## src/rtl/core/vfsd_pkg.sv

```systemverilog
// vfsd_pkg: shared constants and helper functions for the vsync frame skip divider.
// Depends on nothing; used by vfsd_divider and vsync_frame_skip_divider.
`timescale 1ns / 1ps
package vfsd_pkg;
	localparam int unsigned STAMP_W = 64;
	localparam int unsigned PERIOD_W = 32;
	localparam int unsigned RATE_W = 7;
	localparam int unsigned SKIP_W = 5;
	localparam int unsigned PREF_W = 8;
	localparam int unsigned CFG_IDX_W = 1;
	localparam int unsigned CFG_DATA_W = 8;
	localparam logic [CFG_IDX_W-1:0] REG_PREFERRED = 1'd0;
	localparam logic [CFG_IDX_W-1:0] REG_ANIMATE = 1'd1;
	localparam logic [63:0] NS_PER_S = 64'd1000000000;
	localparam logic [63:0] HALF_S = 64'd500000000;
	localparam int unsigned DIV_W = 64;

	// snap a raw rate to the source table; rates beyond 7 bits never snap
	function automatic logic [RATE_W-1:0] snap_src(input logic [DIV_W-1:0] raw);
		logic [RATE_W-1:0] r;
		r = '0;
		if (raw >= 64'd25 && raw <= 64'd35) r = 7'd30;
		else if (raw >= 64'd55 && raw <= 64'd65) r = 7'd60;
		else if (raw >= 64'd66 && raw <= 64'd77) r = 7'd72;
		else if (raw >= 64'd78 && raw <= 64'd95) r = 7'd90;
		else if (raw >= 64'd96 && raw <= 64'd125) r = 7'd120;
		else if (raw >= 64'd36 && raw <= 64'd54) r = 7'd60;
		return r;
	endfunction

	// skip count for a source rate and preferred rate (small table per rate)
	function automatic logic [SKIP_W-1:0] calc_skip(input logic [RATE_W-1:0] rate,
			input logic [PREF_W-1:0] pref);
		logic [SKIP_W-1:0] s;
		logic [PREF_W-1:0] d0, d1, d2, d3, d4, d5, d6, d7;
		logic [3:0] n;
		logic [PREF_W-1:0] chosen;
		logic [3:0] k;
		logic [PREF_W-1:0] lo, hi;
		s = 5'd1;
		d0 = '0; d1 = '0; d2 = '0; d3 = '0; d4 = '0; d5 = '0; d6 = '0; d7 = '0;
		n = 4'd0;
		chosen = '0;
		k = '0;
		lo = '0;
		hi = '0;
		// ascending divisors >= 5 of each source rate
		case (rate)
			7'd30: begin d0 = 8'd5; d1 = 8'd6; d2 = 8'd10; d3 = 8'd15; d4 = 8'd30; n = 4'd5; end
			7'd60: begin d0 = 8'd5; d1 = 8'd6; d2 = 8'd10; d3 = 8'd12; d4 = 8'd15;
				d5 = 8'd20; d6 = 8'd30; d7 = 8'd60; n = 4'd8; end
			7'd72: begin d0 = 8'd6; d1 = 8'd8; d2 = 8'd9; d3 = 8'd12; d4 = 8'd18;
				d5 = 8'd24; d6 = 8'd36; d7 = 8'd72; n = 4'd8; end
			7'd90: begin d0 = 8'd5; d1 = 8'd6; d2 = 8'd9; d3 = 8'd10; d4 = 8'd15;
				d5 = 8'd18; d6 = 8'd30; d7 = 8'd45; n = 4'd8; end
			7'd120: begin d0 = 8'd5; d1 = 8'd6; d2 = 8'd8; d3 = 8'd10; d4 = 8'd12;
				d5 = 8'd15; d6 = 8'd20; d7 = 8'd24; n = 4'd8; end
			default: n = 4'd0;
		endcase
		if (pref == '0 || n == 4'd0) return 5'd1;
		// 90 has 90 too, 120 has 30,40,60,120: handle the top end separately
		if (rate == 7'd90 && pref > 8'd45) begin
			lo = 8'd45; hi = 8'd90;
			chosen = (pref - lo < hi - pref && pref - lo <= 8'd5) ? lo : hi;
		end else if (rate == 7'd120 && pref > 8'd24) begin
			if (pref <= 8'd30) begin lo = 8'd24; hi = 8'd30; end
			else if (pref <= 8'd40) begin lo = 8'd30; hi = 8'd40; end
			else if (pref <= 8'd60) begin lo = 8'd40; hi = 8'd60; end
			else if (pref <= 8'd120) begin lo = 8'd60; hi = 8'd120; end
			else begin lo = 8'd120; hi = 8'd0; end
			if (hi == 8'd0) chosen = (pref - lo <= 8'd5) ? lo : 8'd0;
			else if (pref == hi) chosen = hi;
			else chosen = (pref - lo < hi - pref && pref - lo <= 8'd5) ? lo : hi;
		end else begin
			if (pref <= d0) chosen = (d0 - pref <= 8'd5) ? d0 : 8'd0;
			else begin
				k = 4'd1;
				if (pref > d1 && n > 4'd2) k = 4'd2;
				if (pref > d2 && n > 4'd3) k = 4'd3;
				if (pref > d3 && n > 4'd4) k = 4'd4;
				if (pref > d4 && n > 4'd5) k = 4'd5;
				if (pref > d5 && n > 4'd6) k = 4'd6;
				if (pref > d6 && n > 4'd7) k = 4'd7;
				case (k)
					4'd1: begin lo = d0; hi = d1; end
					4'd2: begin lo = d1; hi = d2; end
					4'd3: begin lo = d2; hi = d3; end
					4'd4: begin lo = d3; hi = d4; end
					4'd5: begin lo = d4; hi = d5; end
					4'd6: begin lo = d5; hi = d6; end
					default: begin lo = d6; hi = d7; end
				endcase
				if (pref > hi) chosen = (pref - hi <= 8'd5) ? hi : 8'd0;
				else if (pref == hi) chosen = hi;
				else chosen = (pref - lo < hi - pref && pref - lo <= 8'd5) ? lo : hi;
			end
		end
		if (chosen == '0) return 5'd1;
		case ({rate, chosen})
			{7'd30, 8'd5}: s = 5'd6;   {7'd30, 8'd6}: s = 5'd5;
			{7'd30, 8'd10}: s = 5'd3;  {7'd30, 8'd15}: s = 5'd2;
			{7'd60, 8'd5}: s = 5'd12;  {7'd60, 8'd6}: s = 5'd10;
			{7'd60, 8'd10}: s = 5'd6;  {7'd60, 8'd12}: s = 5'd5;
			{7'd60, 8'd15}: s = 5'd4;  {7'd60, 8'd20}: s = 5'd3;
			{7'd60, 8'd30}: s = 5'd2;
			{7'd72, 8'd6}: s = 5'd12;  {7'd72, 8'd8}: s = 5'd9;
			{7'd72, 8'd9}: s = 5'd8;   {7'd72, 8'd12}: s = 5'd6;
			{7'd72, 8'd18}: s = 5'd4;  {7'd72, 8'd24}: s = 5'd3;
			{7'd72, 8'd36}: s = 5'd2;
			{7'd90, 8'd5}: s = 5'd18;  {7'd90, 8'd6}: s = 5'd15;
			{7'd90, 8'd9}: s = 5'd10;  {7'd90, 8'd10}: s = 5'd9;
			{7'd90, 8'd15}: s = 5'd6;  {7'd90, 8'd18}: s = 5'd5;
			{7'd90, 8'd30}: s = 5'd3;  {7'd90, 8'd45}: s = 5'd2;
			{7'd120, 8'd5}: s = 5'd24; {7'd120, 8'd6}: s = 5'd20;
			{7'd120, 8'd8}: s = 5'd15; {7'd120, 8'd10}: s = 5'd12;
			{7'd120, 8'd12}: s = 5'd10; {7'd120, 8'd15}: s = 5'd8;
			{7'd120, 8'd20}: s = 5'd6; {7'd120, 8'd24}: s = 5'd5;
			{7'd120, 8'd30}: s = 5'd4; {7'd120, 8'd40}: s = 5'd3;
			{7'd120, 8'd60}: s = 5'd2;
			default: s = 5'd1;
		endcase
		return s;
	endfunction
endpackage

```

## src/rtl/core/vfsd_divider.sv

```systemverilog
// vfsd_divider: restoring bit-serial unsigned divider, one quotient bit per cycle.
// Depends on vfsd_pkg for the operand width.
`timescale 1ns / 1ps
module vfsd_divider (
	input  logic                          clk,
	input  logic                          arst_n,
	input  logic                          start,
	input  logic [vfsd_pkg::DIV_W-1:0]    dividend,
	input  logic [vfsd_pkg::DIV_W-1:0]    divisor,
	output logic                          done,
	output logic [vfsd_pkg::DIV_W-1:0]    quotient,
	output logic [vfsd_pkg::DIV_W-1:0]    remainder
);
	localparam int unsigned W = vfsd_pkg::DIV_W;
	localparam int unsigned CW = $clog2(W + 1);

	logic [W-1:0] quo_q;
	logic [W-1:0] rem_q;
	logic [W-1:0] dvs_q;
	logic [CW-1:0] cnt_q;
	logic busy_q;
	logic done_q;
	logic [W:0] trial;

	assign trial = {rem_q, quo_q[W-1]} - {1'b0, dvs_q};

	// shift one dividend bit in and subtract when it fits
	always_ff @(posedge clk or negedge arst_n) begin
		if (!arst_n) begin
			busy_q <= 1'b0;
			done_q <= 1'b0;
			cnt_q <= '0;
		end else begin
			done_q <= 1'b0;
			if (start) begin
				busy_q <= 1'b1;
				cnt_q <= CW'(W);
			end else if (busy_q) begin
				cnt_q <= cnt_q - 1'b1;
				if (cnt_q == CW'(1)) begin
					busy_q <= 1'b0;
					done_q <= 1'b1;
				end
			end
		end
	end

	always_ff @(posedge clk) begin
		if (start) begin
			quo_q <= dividend;
			rem_q <= '0;
			dvs_q <= divisor;
		end else if (busy_q) begin
			if (!trial[W]) begin
				rem_q <= trial[W-1:0];
				quo_q <= {quo_q[W-2:0], 1'b1};
			end else begin
				rem_q <= {rem_q[W-2:0], quo_q[W-1]};
				quo_q <= {quo_q[W-2:0], 1'b0};
			end
		end
	end

	assign done = done_q;
	assign quotient = quo_q;
	assign remainder = rem_q;

	ap_start_idle: assert property (@(posedge clk) disable iff (!arst_n)
		start |-> !busy_q) else $error("divider restarted while busy");
	ap_done_pulse: assert property (@(posedge clk) disable iff (!arst_n)
		done_q |=> !done_q) else $error("divider done held");
	ap_busy_cnt: assert property (@(posedge clk) disable iff (!arst_n)
		busy_q |-> cnt_q != '0) else $error("divider count empty while busy");
endmodule

```

## src/rtl/core/vsync_frame_skip_divider.sv

```systemverilog
// vsync_frame_skip_divider: top level, sequencer around one shared serial divider.
// Depends on vfsd_pkg and vfsd_divider.
`timescale 1ns / 1ps
// Usage:
//  One vsync event word enters on the input channel (stamp_ns, period_ns,
//  sync_enable) with in_valid/in_ready; one result word (skip_frame,
//  next_frame_ns) leaves on out_valid/out_ready for every event.
//  Configuration: cfg_we with cfg_index 0 writes preferred_rate, index 1
//  writes animate_mode; write only while the block is idle.
//  An ignored event answers straight from the decide state. Each division
//  works through 64 quotient bits between load and hand-back. A plain-mode
//  event runs the counter modulo only, or with a changed period the rate
//  and then the modulo. An animate-mode event runs up to five divisions (base
//  of the counter, elapsed ticks, rate, modulo, next time) plus a shift-add
//  product of the elapsed time and the rate.
//  One event is worked on at a time; the result is held in an output
//  register and the next event is taken only in the cycle after that result
//  has been accepted.
//  Reset clears the control state: skip count 1, registers 0, no result pending.
//  When the receiver stalls, the result stays put and the block stops
//  after finishing the event it already took.
module vsync_frame_skip_divider (
	input  logic                              clk,
	input  logic                              arst_n,
	input  logic                              in_valid,
	output logic                              in_ready,
	input  logic [vfsd_pkg::STAMP_W-1:0]      stamp_ns,
	input  logic [vfsd_pkg::PERIOD_W-1:0]     period_ns,
	input  logic                              sync_enable,
	output logic                              out_valid,
	input  logic                              out_ready,
	output logic                              skip_frame,
	output logic [vfsd_pkg::STAMP_W-1:0]      next_frame_ns,
	input  logic                              cfg_we,
	input  logic [vfsd_pkg::CFG_IDX_W-1:0]    cfg_index,
	input  logic [vfsd_pkg::CFG_DATA_W-1:0]   cfg_data
);
	localparam int unsigned W = vfsd_pkg::DIV_W;
	localparam int unsigned RW = vfsd_pkg::RATE_W;
	localparam int unsigned SW = vfsd_pkg::SKIP_W;

	localparam logic [3:0] ST_IDLE   = 4'd0;
	localparam logic [3:0] ST_DECIDE = 4'd1;
	localparam logic [3:0] ST_MUL    = 4'd2;
	localparam logic [3:0] ST_TICKS  = 4'd3;
	localparam logic [3:0] ST_RATE   = 4'd4;
	localparam logic [3:0] ST_SKIP   = 4'd5;
	localparam logic [3:0] ST_MOD    = 4'd6;
	localparam logic [3:0] ST_NEXT   = 4'd7;
	localparam logic [3:0] ST_OUT    = 4'd8;
	localparam logic [3:0] ST_WAITD  = 4'd9;

	logic [3:0] state_q;
	logic [3:0] ret_q;
	logic [W-1:0] last_stamp_q, tick_q, base_q;
	logic [vfsd_pkg::PERIOD_W-1:0] held_period_q;
	logic [RW-1:0] src_rate_q;
	logic [SW-1:0] skip_cnt_q;
	logic stale_q;
	logic [vfsd_pkg::PREF_W-1:0] pref_q;
	logic anim_q;
	logic [W-1:0] stamp_q, prod_q, mcand_q;
	logic [vfsd_pkg::PERIOD_W-1:0] period_q;
	logic en_q, force_q;
	logic [RW-1:0] mplier_q;
	logic out_valid_q, skip_q;
	logic [W-1:0] next_q;
	logic div_start;
	logic [W-1:0] div_a, div_b, div_quo, div_rem;
	logic div_done;
	logic [W-1:0] sc64;
	logic [W-1:0] delta;
	logic [RW-1:0] new_rate;

	vfsd_divider u_div (
		.clk(clk), .arst_n(arst_n), .start(div_start), .dividend(div_a),
		.divisor(div_b), .done(div_done), .quotient(div_quo), .remainder(div_rem)
	);

	assign sc64 = {{(W-SW){1'b0}}, skip_cnt_q};
	assign delta = div_quo + {{(W-1){1'b0}}, (div_rem >= vfsd_pkg::HALF_S)};
	assign new_rate = vfsd_pkg::snap_src(div_quo);
	assign in_ready = (state_q == ST_IDLE) && !out_valid_q;

	// sequence one event through the shared divider
	always_ff @(posedge clk or negedge arst_n) begin
		if (!arst_n) begin
			state_q <= ST_IDLE;
			ret_q <= ST_IDLE;
			last_stamp_q <= '0;
			tick_q <= '0;
			held_period_q <= '0;
			src_rate_q <= '0;
			skip_cnt_q <= SW'(1);
			stale_q <= 1'b0;
			pref_q <= '0;
			anim_q <= 1'b0;
			out_valid_q <= 1'b0;
			div_start <= 1'b0;
		end else begin
			div_start <= 1'b0;
			if (out_valid_q && out_ready) out_valid_q <= 1'b0;
			if (cfg_we) begin
				if (cfg_index == vfsd_pkg::REG_PREFERRED) begin
					if (cfg_data != pref_q) begin
						pref_q <= cfg_data;
						stale_q <= 1'b1;
					end
				end else if (cfg_index == vfsd_pkg::REG_ANIMATE) begin
					anim_q <= cfg_data[0];
				end
			end
			case (state_q)
				ST_IDLE: if (in_valid && in_ready) state_q <= ST_DECIDE;
				ST_DECIDE: begin
					skip_q <= 1'b0;
					next_q <= '0;
					force_q <= 1'b0;
					if (!en_q) begin
						tick_q <= '0;
						state_q <= ST_OUT;
					end else if (period_q == '0 || last_stamp_q == stamp_q || pref_q == '0) begin
						state_q <= ST_OUT;
					end else if (!anim_q) begin
						tick_q <= tick_q + 1'b1;
						last_stamp_q <= stamp_q;
						state_q <= ST_RATE;
					end else begin
						mcand_q <= stamp_q - last_stamp_q;
						mplier_q <= src_rate_q;
						prod_q <= '0;
						last_stamp_q <= stamp_q;
						div_a <= tick_q;
						div_b <= sc64;
						div_start <= 1'b1;
						ret_q <= ST_MUL;
						state_q <= ST_WAITD;
					end
				end
				ST_MUL: begin
					// base = floor(tick/sc)*sc; then shift-add product bit by bit
					if (ret_q == ST_MUL) begin
						base_q <= tick_q - div_rem;
						ret_q <= ST_IDLE;
					end else if (mplier_q != '0) begin
						if (mplier_q[0]) prod_q <= prod_q + mcand_q;
						mcand_q <= {mcand_q[W-2:0], 1'b0};
						mplier_q <= mplier_q >> 1;
					end else begin
						div_a <= prod_q;
						div_b <= vfsd_pkg::NS_PER_S;
						div_start <= 1'b1;
						ret_q <= ST_TICKS;
						state_q <= ST_WAITD;
					end
				end
				ST_TICKS: begin
					tick_q <= tick_q + delta;
					force_q <= (tick_q + delta - base_q) >= sc64;
					state_q <= ST_RATE;
				end
				ST_RATE: begin
					if (held_period_q != period_q) begin
						held_period_q <= period_q;
						div_a <= vfsd_pkg::NS_PER_S * 2 + {32'd0, period_q};
						div_b <= {31'd0, period_q, 1'b0};
						div_start <= 1'b1;
						ret_q <= ST_SKIP;
						state_q <= ST_WAITD;
					end else begin
						state_q <= ST_SKIP;
						ret_q <= ST_IDLE;
					end
				end
				ST_SKIP: begin
					// ret_q == ST_SKIP means a fresh rate sits in the divider
					if (ret_q == ST_SKIP && new_rate != src_rate_q) begin
						src_rate_q <= new_rate;
						tick_q <= '0;
						stale_q <= 1'b1;
						ret_q <= ST_IDLE;
					end else begin
						if (stale_q) begin
							stale_q <= 1'b0;
							skip_cnt_q <= vfsd_pkg::calc_skip(src_rate_q, pref_q);
						end
						state_q <= ST_MOD;
						ret_q <= ST_IDLE;
					end
				end
				ST_MOD: begin
					if (ret_q == ST_IDLE) begin
						div_a <= tick_q;
						div_b <= sc64;
						div_start <= 1'b1;
						ret_q <= ST_MOD;
						state_q <= ST_WAITD;
					end else begin
						skip_q <= (div_rem != '0) && !force_q;
						if (anim_q && src_rate_q != '0) begin
							// sc - rem fits the skip width since rem < sc
							div_a <= W'(skip_cnt_q - div_rem[SW-1:0]) * vfsd_pkg::NS_PER_S;
							div_b <= {{(W-RW){1'b0}}, src_rate_q};
							div_start <= 1'b1;
							ret_q <= ST_NEXT;
							state_q <= ST_WAITD;
						end else begin
							state_q <= ST_OUT;
						end
					end
				end
				ST_NEXT: begin
					next_q <= last_stamp_q + div_quo;
					state_q <= ST_OUT;
				end
				ST_WAITD: if (div_done) state_q <= ret_q;
				ST_OUT: begin
					out_valid_q <= 1'b1;
					state_q <= ST_IDLE;
				end
				default: state_q <= ST_IDLE;
			endcase
		end
	end

	// capture the accepted event word
	always_ff @(posedge clk) begin
		if (in_valid && in_ready) begin
			stamp_q <= stamp_ns;
			period_q <= period_ns;
			en_q <= sync_enable;
		end
	end

	assign out_valid = out_valid_q;
	assign skip_frame = skip_q;
	assign next_frame_ns = next_q;

	ap_one_item: assert property (@(posedge clk) disable iff (!arst_n)
		out_valid_q |-> !in_ready) else $error("input taken while result pending");
	ap_skip_nz: assert property (@(posedge clk) disable iff (!arst_n)
		skip_cnt_q != '0) else $error("skip count zero");
	ap_out_after: assert property (@(posedge clk) disable iff (!arst_n)
		(state_q == ST_OUT) |=> out_valid_q) else $error("result not raised");
	ap_start_wait: assert property (@(posedge clk) disable iff (!arst_n)
		div_start |-> state_q == ST_WAITD) else $error("divider start outside wait");
endmodule
```

## config.mk

```make
export PLATFORM = sky130hd
export DESIGN_NAME = vsync_frame_skip_divider
export DESIGN_NICKNAME = d
export VERILOG_FILES = /design/src/rtl/core/vfsd_pkg.sv /design/src/rtl/core/vfsd_divider.sv /design/src/rtl/core/vsync_frame_skip_divider.sv
export SDC_FILE = /design/constraint.sdc
export NUM_CORES = 2
export LEC_CHECK = 0
export BUFFER_PORTS_ARGS = -buffer_cell sky130_fd_sc_hd__buf_2
export CORE_MARGIN = 2
export CORE_UTILIZATION = 51
export CTS_BUF_LIST = sky130_fd_sc_hd__clkbuf_2 sky130_fd_sc_hd__clkbuf_4 sky130_fd_sc_hd__clkbuf_8
export CTS_CLUSTER_DIAMETER = 120
export CTS_CLUSTER_SIZE = 28
export DETAILED_ROUTE_END_ITERATION = 8
export GPL_ROUTABILITY_DRIVEN = 0
export PLACE_DENSITY = 0.7
export SETUP_SLACK_MARGIN = 0.3
export SYNTH_ARGS = -nofsm -noshare
export SYNTH_HDL_FRONTEND = slang
export SYNTH_SLANG_ARGS = --single-unit
```

## constraint.sdc

```tcl
create_clock -name clk -period 25.8 [get_ports clk]
set_input_delay 1.29 -clock clk [delete_from_list [all_inputs] [get_ports clk]]
set_output_delay 1.29 -clock clk [all_outputs]
set_load 0.02 [all_outputs]
```

### After elaboration in Yosys (flattened, before gate mapping)

Index checks and enable logic that the tools add are counted.

* $lt $le $gt $ge: 42
* reduce and logical (&&, ||, !) cells: 80
* add/subtract/negate cells: 20
* mux-type cells: 215
* equality and inequality tests: 83
* bitwise gates (word level): 3
* $mul: 1

Operators by type and width (count)
* 64-bit two-way mux: 34
* 64-bit one-hot mux with 4 select lines: 2
* 8-bit two-way mux: 63
* 15-bit == test (second input constant): 26
* 64-bit one-hot mux with 2 select lines: 3
* 64-bit by 7-bit <= comparator with 1-bit output (second input constant): 4
* 64-bit adder: 3
* 64-bit by 7-bit greater-or-equal comparator with 1-bit output (second input constant): 3
* 64-bit one-hot mux with 3 select lines: 1
* 64-bit subtractor: 3
* 7-bit two-way mux: 21
* 64-bit by 6-bit greater-or-equal comparator with 1-bit output (second input constant): 2
* 64-bit by 6-bit <= comparator with 1-bit output (second input constant): 2
* 4-bit two-way mux: 31
* 15-bit by 14-bit == test with 1-bit output (second input constant): 7
* 8-bit one-hot mux with 6 select lines: 2
* 5-bit one-hot mux with 13 select lines: 1
* 65-bit by 64-bit subtractor with 65-bit output: 1
* 64-bit by 1-bit adder with 64-bit output: 1
* 64-bit by 1-bit adder with 64-bit output (second input constant): 1
* 64-bit == test: 1
* 64-bit by 29-bit greater-or-equal comparator with 1-bit output (second input constant): 1
* 64-bit by 5-bit greater-or-equal comparator with 1-bit output: 1
* 64-bit by 5-bit greater-or-equal comparator with 1-bit output (second input constant): 1
* other kinds (75): 229

* register bits: 883
* input bits: 111
* word-level logic and storage cells: 474
* output and inout bits: 67

### Logic depth before layout (Yosys ltp)

* word-level depth: 57
* gate-level depth with buffers: 40
* gate-level depth less buffers: 38

### Hierarchy

A second synthesis with hierarchy kept.

* cell total of the unflattened synthesis: 7356
* area, all modules: 67215.7 um^2

Modules (own cells, without submodules)
* vsync_frame_skip_divider: instances 1, cells an instance 6178, area an instance 55266.8 um^2, seq. area each 18539.0 um^2
* vfsd_divider: instances 1, cells an instance 1178, area an instance 11949.0 um^2, seq. area each 5350.1 um^2

### Least setup slack after synthesis

Ideal clock, no wire load.

* path kind: register -> register
* start: register last_stamp_q[43]
* end: register div_a[0], enable pin
* arrival: 8877 ps
* setup slack: 16226 ps
* setup time: 697 ps
* cell stages (with the launch flop): 14
* period minus slack after synthesis: 9574 ps
* path buffers: 1
* required time: 25103 ps
* cell sequence: dfrtp_1 inv_1 ha_1 clkbuf_1 nand4_1 inv_1 nand2_1 nor3_1 nand4_1 nor2_1 nor3_1 nand3_1 a22o_1 a211oi_1

* word-level cells in the longest chain between the ends: 5

Ends and longest elaborated chain
* start: declaration: RTL line vsync_frame_skip_divider.sv:55 `logic [W-1:0] last_stamp_q, tick_q, base_q;`
* start signal: assignment: RTL line vsync_frame_skip_divider.sv:126 `last_stamp_q <= stamp_q;`
* start signal: assignment: RTL line vsync_frame_skip_divider.sv:132 `last_stamp_q <= stamp_q;`
* 64-bit == test: RTL line vsync_frame_skip_divider.sv:122 `end else if (period_q == '0 || last_stamp_q == stamp_q || pref_q == '0) begin`
* 1-bit logical OR (2 in a row): RTL line vsync_frame_skip_divider.sv:122
* 2-bit != test (no line)
* 9-bit AND reduction (no line)
* end signal: assignment: RTL line vsync_frame_skip_divider.sv:133 `div_a <= tick_q;`
* end signal: assignment: RTL line vsync_frame_skip_divider.sv:150 `div_a <= prod_q;`
* end signal: assignment: RTL line vsync_frame_skip_divider.sv:165 `div_a <= vfsd_pkg::NS_PER_S * 2 + {32'd0, period_q};`
* end: declaration: RTL line vsync_frame_skip_divider.sv:69 `logic [W-1:0] div_a, div_b, div_quo, div_rem;`

Every way passes these cells.
A chain may end at the register's enable or synchronous reset.

### Worst setup path after layout

* start: register u_div.rem_q[32] (netlist: u_div.remainder[32])
* end: register force_q (data pin)

* word-level cells in the longest chain between the ends: 6

Ends and longest elaborated chain
* start: declaration: RTL line vfsd_divider.sv:18 `logic [W-1:0] rem_q;`
* start signal: assignment: RTL line vfsd_divider.sv:55 `rem_q <= trial[W-1:0];`
* start signal: assignment: RTL line vfsd_divider.sv:58 `rem_q <= {rem_q[W-2:0], quo_q[W-1]};`
* 64-bit by 29-bit greater-or-equal comparator with 1-bit output: RTL line vsync_frame_skip_divider.sv:81 `assign delta = div_quo + {{(W-1){1'b0}}, (div_rem >= vfsd_pkg::HALF_S)};`
* 64-bit by 1-bit adder with 64-bit output: RTL line vsync_frame_skip_divider.sv:81
* 64-bit adder: RTL line vsync_frame_skip_divider.sv:159 `force_q <= (tick_q + delta - base_q) >= sc64;`
* 64-bit subtractor: RTL line vsync_frame_skip_divider.sv:159
* 64-bit by 5-bit greater-or-equal comparator with 1-bit output: RTL line vsync_frame_skip_divider.sv:159
* 1-bit one-hot mux with 2 select lines: RTL line vsync_frame_skip_divider.sv:113 `case (state_q)`
* end signal: assignment: RTL line vsync_frame_skip_divider.sv:118 `force_q <= 1'b0;`
* end signal: assignment: RTL line vsync_frame_skip_divider.sv:159
* end: declaration: RTL line vsync_frame_skip_divider.sv:64 `logic en_q, force_q;`

Every way passes these cells.

==> impl_metrics.yaml <==
outcome:
  outcome: "completed"
route:
  wl_per_cell_um: 22.3
  viasPerCell: 6.32
  drc: 0
  drtIter0Drc: 6457
  drt-total-wl_um: 197000
  ant_nets: 0
  via_count: 55900
  firstDrtPassIters: 8
cells_and_area:
  areaGrowthSynthToFinish_pct: 5.17
  ff_latch_area_sq_um: 23000
  drive_gt1_share_pct: 7.14
  nFillCells: 11500
  final_cells: 8839
  multi_input_comb_area_sq_um: 39000
  final_nets: 7961
cts:
  clk_latency_ns: 0.81
  cts.path.max_buffers: 3
  cts.reportedPaths.clkPinSlew_ns: 0.18
  numCtsBuffers: 39
  cts_tree: "yes"
  ctsResizeCount: 0
  cts_hold_buf: 0
  htree_levels: 2
  cts_setup_buffers: 0
  root_buffer: "clkbuf_8"
  cts_num_sinks: 819
setup_path:
  worstPathArrival_ns: 11.26
  crit_path_start_kind: "flop"
  criticalPathCategory: "flop to flop"
  slowest_stage: "or4_1"
  cpPeakStageDelay_ns: 0.57
  cpMostUsedCell: "nor4_1"
  crit_required_ns: 26.29
  critPathCaptureType: "flop"
  cp_max_fo: 9
placed_design:
  dp.final_hpwl_um: 153000
  dp.cells: 8765
  pre_cts_slack_ns: 15.43
  port-buffer-count: 177
logic_synthesis:
  synthMostInstantiatedCell: "ha_1"
  yosys_warnings: 0
  post_synth.cell_area_avg_sq_um: 9.08
  yosysSeqAreaShare_pct: 35.4
  syn_nets: 7949
  yosysTopAreaCell: "edfxtp_1"
  ys.flop_type: "edfxtp_1"
  synth_edf_count: 556
  netlist.area_leader.share_pct: 25.7
  async_reset_ff_share_pct: 24.3
  syn_area_sq_um: 64900
  synth_cell_types: 104
  synthTopCellsByArea: "edfxtp_1 (26%), ha_1 (12%), dfrtp_1 (7.6%)"
  postSynthCellCount: 7144
  ys_ff_latch: 819
  synth_common_cells: "ha_1 (615), nor2_1 (598), a21oi_1 (568)"
die:
  die_y_um: 361
  fp.dieW_um: 361
  start_util_pct: 51.5
  die-area_sq_um: 130000
  core_area_sq_um: 126000
  ioPinCount: 178
  row_count: 130
timing:
  maxSlewViolCount: 0
  setup_viol: 0
  fmaxAchievable_ghz: 0.0929
  fin_crit_ns: 10.76
  hold_violations: 0
  rsz0062_at_grt: "no"
  setup_tns_ns: 0
  period_share_pct: 41.7
  worst_pin_slew_ns: 1.24
  setup_slack_ns: 15.04
  finClkSkew_ns: 0.103
  maxSlewHeadroom_pct: 16.0
global_routing:
  grt.overflow.total: 0
  grt_max_degree: 127
  antenna_found_initial: 12
  grt_usage_pct: 29.3
  grt_pass1_wl_um: 301000
  grt_pass1_vias: 52100
run:
  cap_violations: 0
min_path:
  hold_class: "primary input to asynchronous set/reset pin"
stage by stage:
step                hold slack (ns)  util [%]  area (sq um)
finish                        0.380      54.2         68200
global route                  0.413      54.2         68200
CTS                           0.384      54.2         68200
detailed placement            0.405      53.5         67300
global placement              0.401      53.5         67300
floorplan                     0.400         -         64900
path summary, 6_finish.rpt:
| kind | slack [ns] | start | cells after the start | to |
|---|---|---|---|---|
| setup reg to reg | 15.04 | u_div.remainder[32]$_SDFFE_PP0P_ | 37 | force_q$_DFFE_PP_ |
| hold reg to reg | 0.42 | div_b[26]$_DFFE_PP_ | 0 | u_div.dvs_q[26]$_DFFE_PP_ |
| hold / removal | 0.38 | arst_n | 1 | u_div.cnt_q[5]$_DFFE_PN0P_ |
| min in group clk | 0.42 | div_b[26]$_DFFE_PP_ | 0 | u_div.dvs_q[26]$_DFFE_PP_ |
| setup / recovery | 15.04 | u_div.remainder[32]$_SDFFE_PP0P_ | 37 | force_q$_DFFE_PP_ |
| max in group asynchronous | 24.00 | arst_n | 2 | last_stamp_q[59]$_DFFE_PN0P_ |
worst max-delay path, delay by kind of cell, from the launching register on:
family                     cells  cell delay [ns]
xor gates and xnor gates       1             0.19
adders and majority gates      3             1.29
and+or+nand+nor               20             5.15
DFF                            1             0.43
AOI/OAI and AO/OA             13             3.39
kinds of logic after synthesis:
logic type	synth area share [%]
compound gates	21.2
simple gates	15.7
flops	35.4
buf+inv	4.68
fa+ha+maj	14.3
xor+xnor	6.65
mux	2.08
area by class of cell:
class,instances,area share [%]
tap,1650,3.03
inverter,537,2.96
multi-input combinational,5527,57.1
sequential,819,33.7
antenna,2,0.00734
clock buffer,60,1.04
timing repair buffer,232,1.94
clock inverter,12,0.244
state kept, by name (all words and copies together) (netlist names), 6 cells and up:
register         cells
base_q              64
div_a               64
last_stamp_q        64
mcand_q             64
next_frame_ns       64
prod_q              64
stamp_q             64
tick_q              64
u_div.quotient      64
u_div.remainder     64
div_b               33
u_div.dvs_q         33
held_period_q       32
period_q            32
pref_q               8
mplier_q             7
u_div.cnt_q          7
src_rate_q           6
cells in the final DEF, fill, tap and decap left out, types with 83 or more instances in the layout:
cell / n
mux2_2: 104
xnor2_1: 288
nand3_1: 162
nor3_1: 175
a211oi_1: 93
nand2b_1: 91
and3_1: 83
nand4_1: 83
ha_1: 615
inv_1: 529
buf_2: 176
xor2_1: 202
nand2_1: 505
edfxtp_1: 556
dfrtp_1: 196
nor2b_1: 93
o21ai_0: 482
a21o_1: 250
o21a_1: 92
nor2_1: 597
a21oi_1: 566
metal layers:
| layer | track usage (%) | share of wire [%] | vias to the layer above |
|---|---|---|---|
| li1 | - | - | 26200 |
| met1 | 39.3 | 42 | 26600 |
| met2 | 46.4 | 44 | 2566 |
| met3 | 4.93 | 8.8 | 479 |
| met4 | 13.1 | 5.1 | 16 |
| met5 | 0 | 0.051 | - |
Power is not shown: default switching activity piles up to over one toggle a cycle in this logic, so the estimate is an artifact.
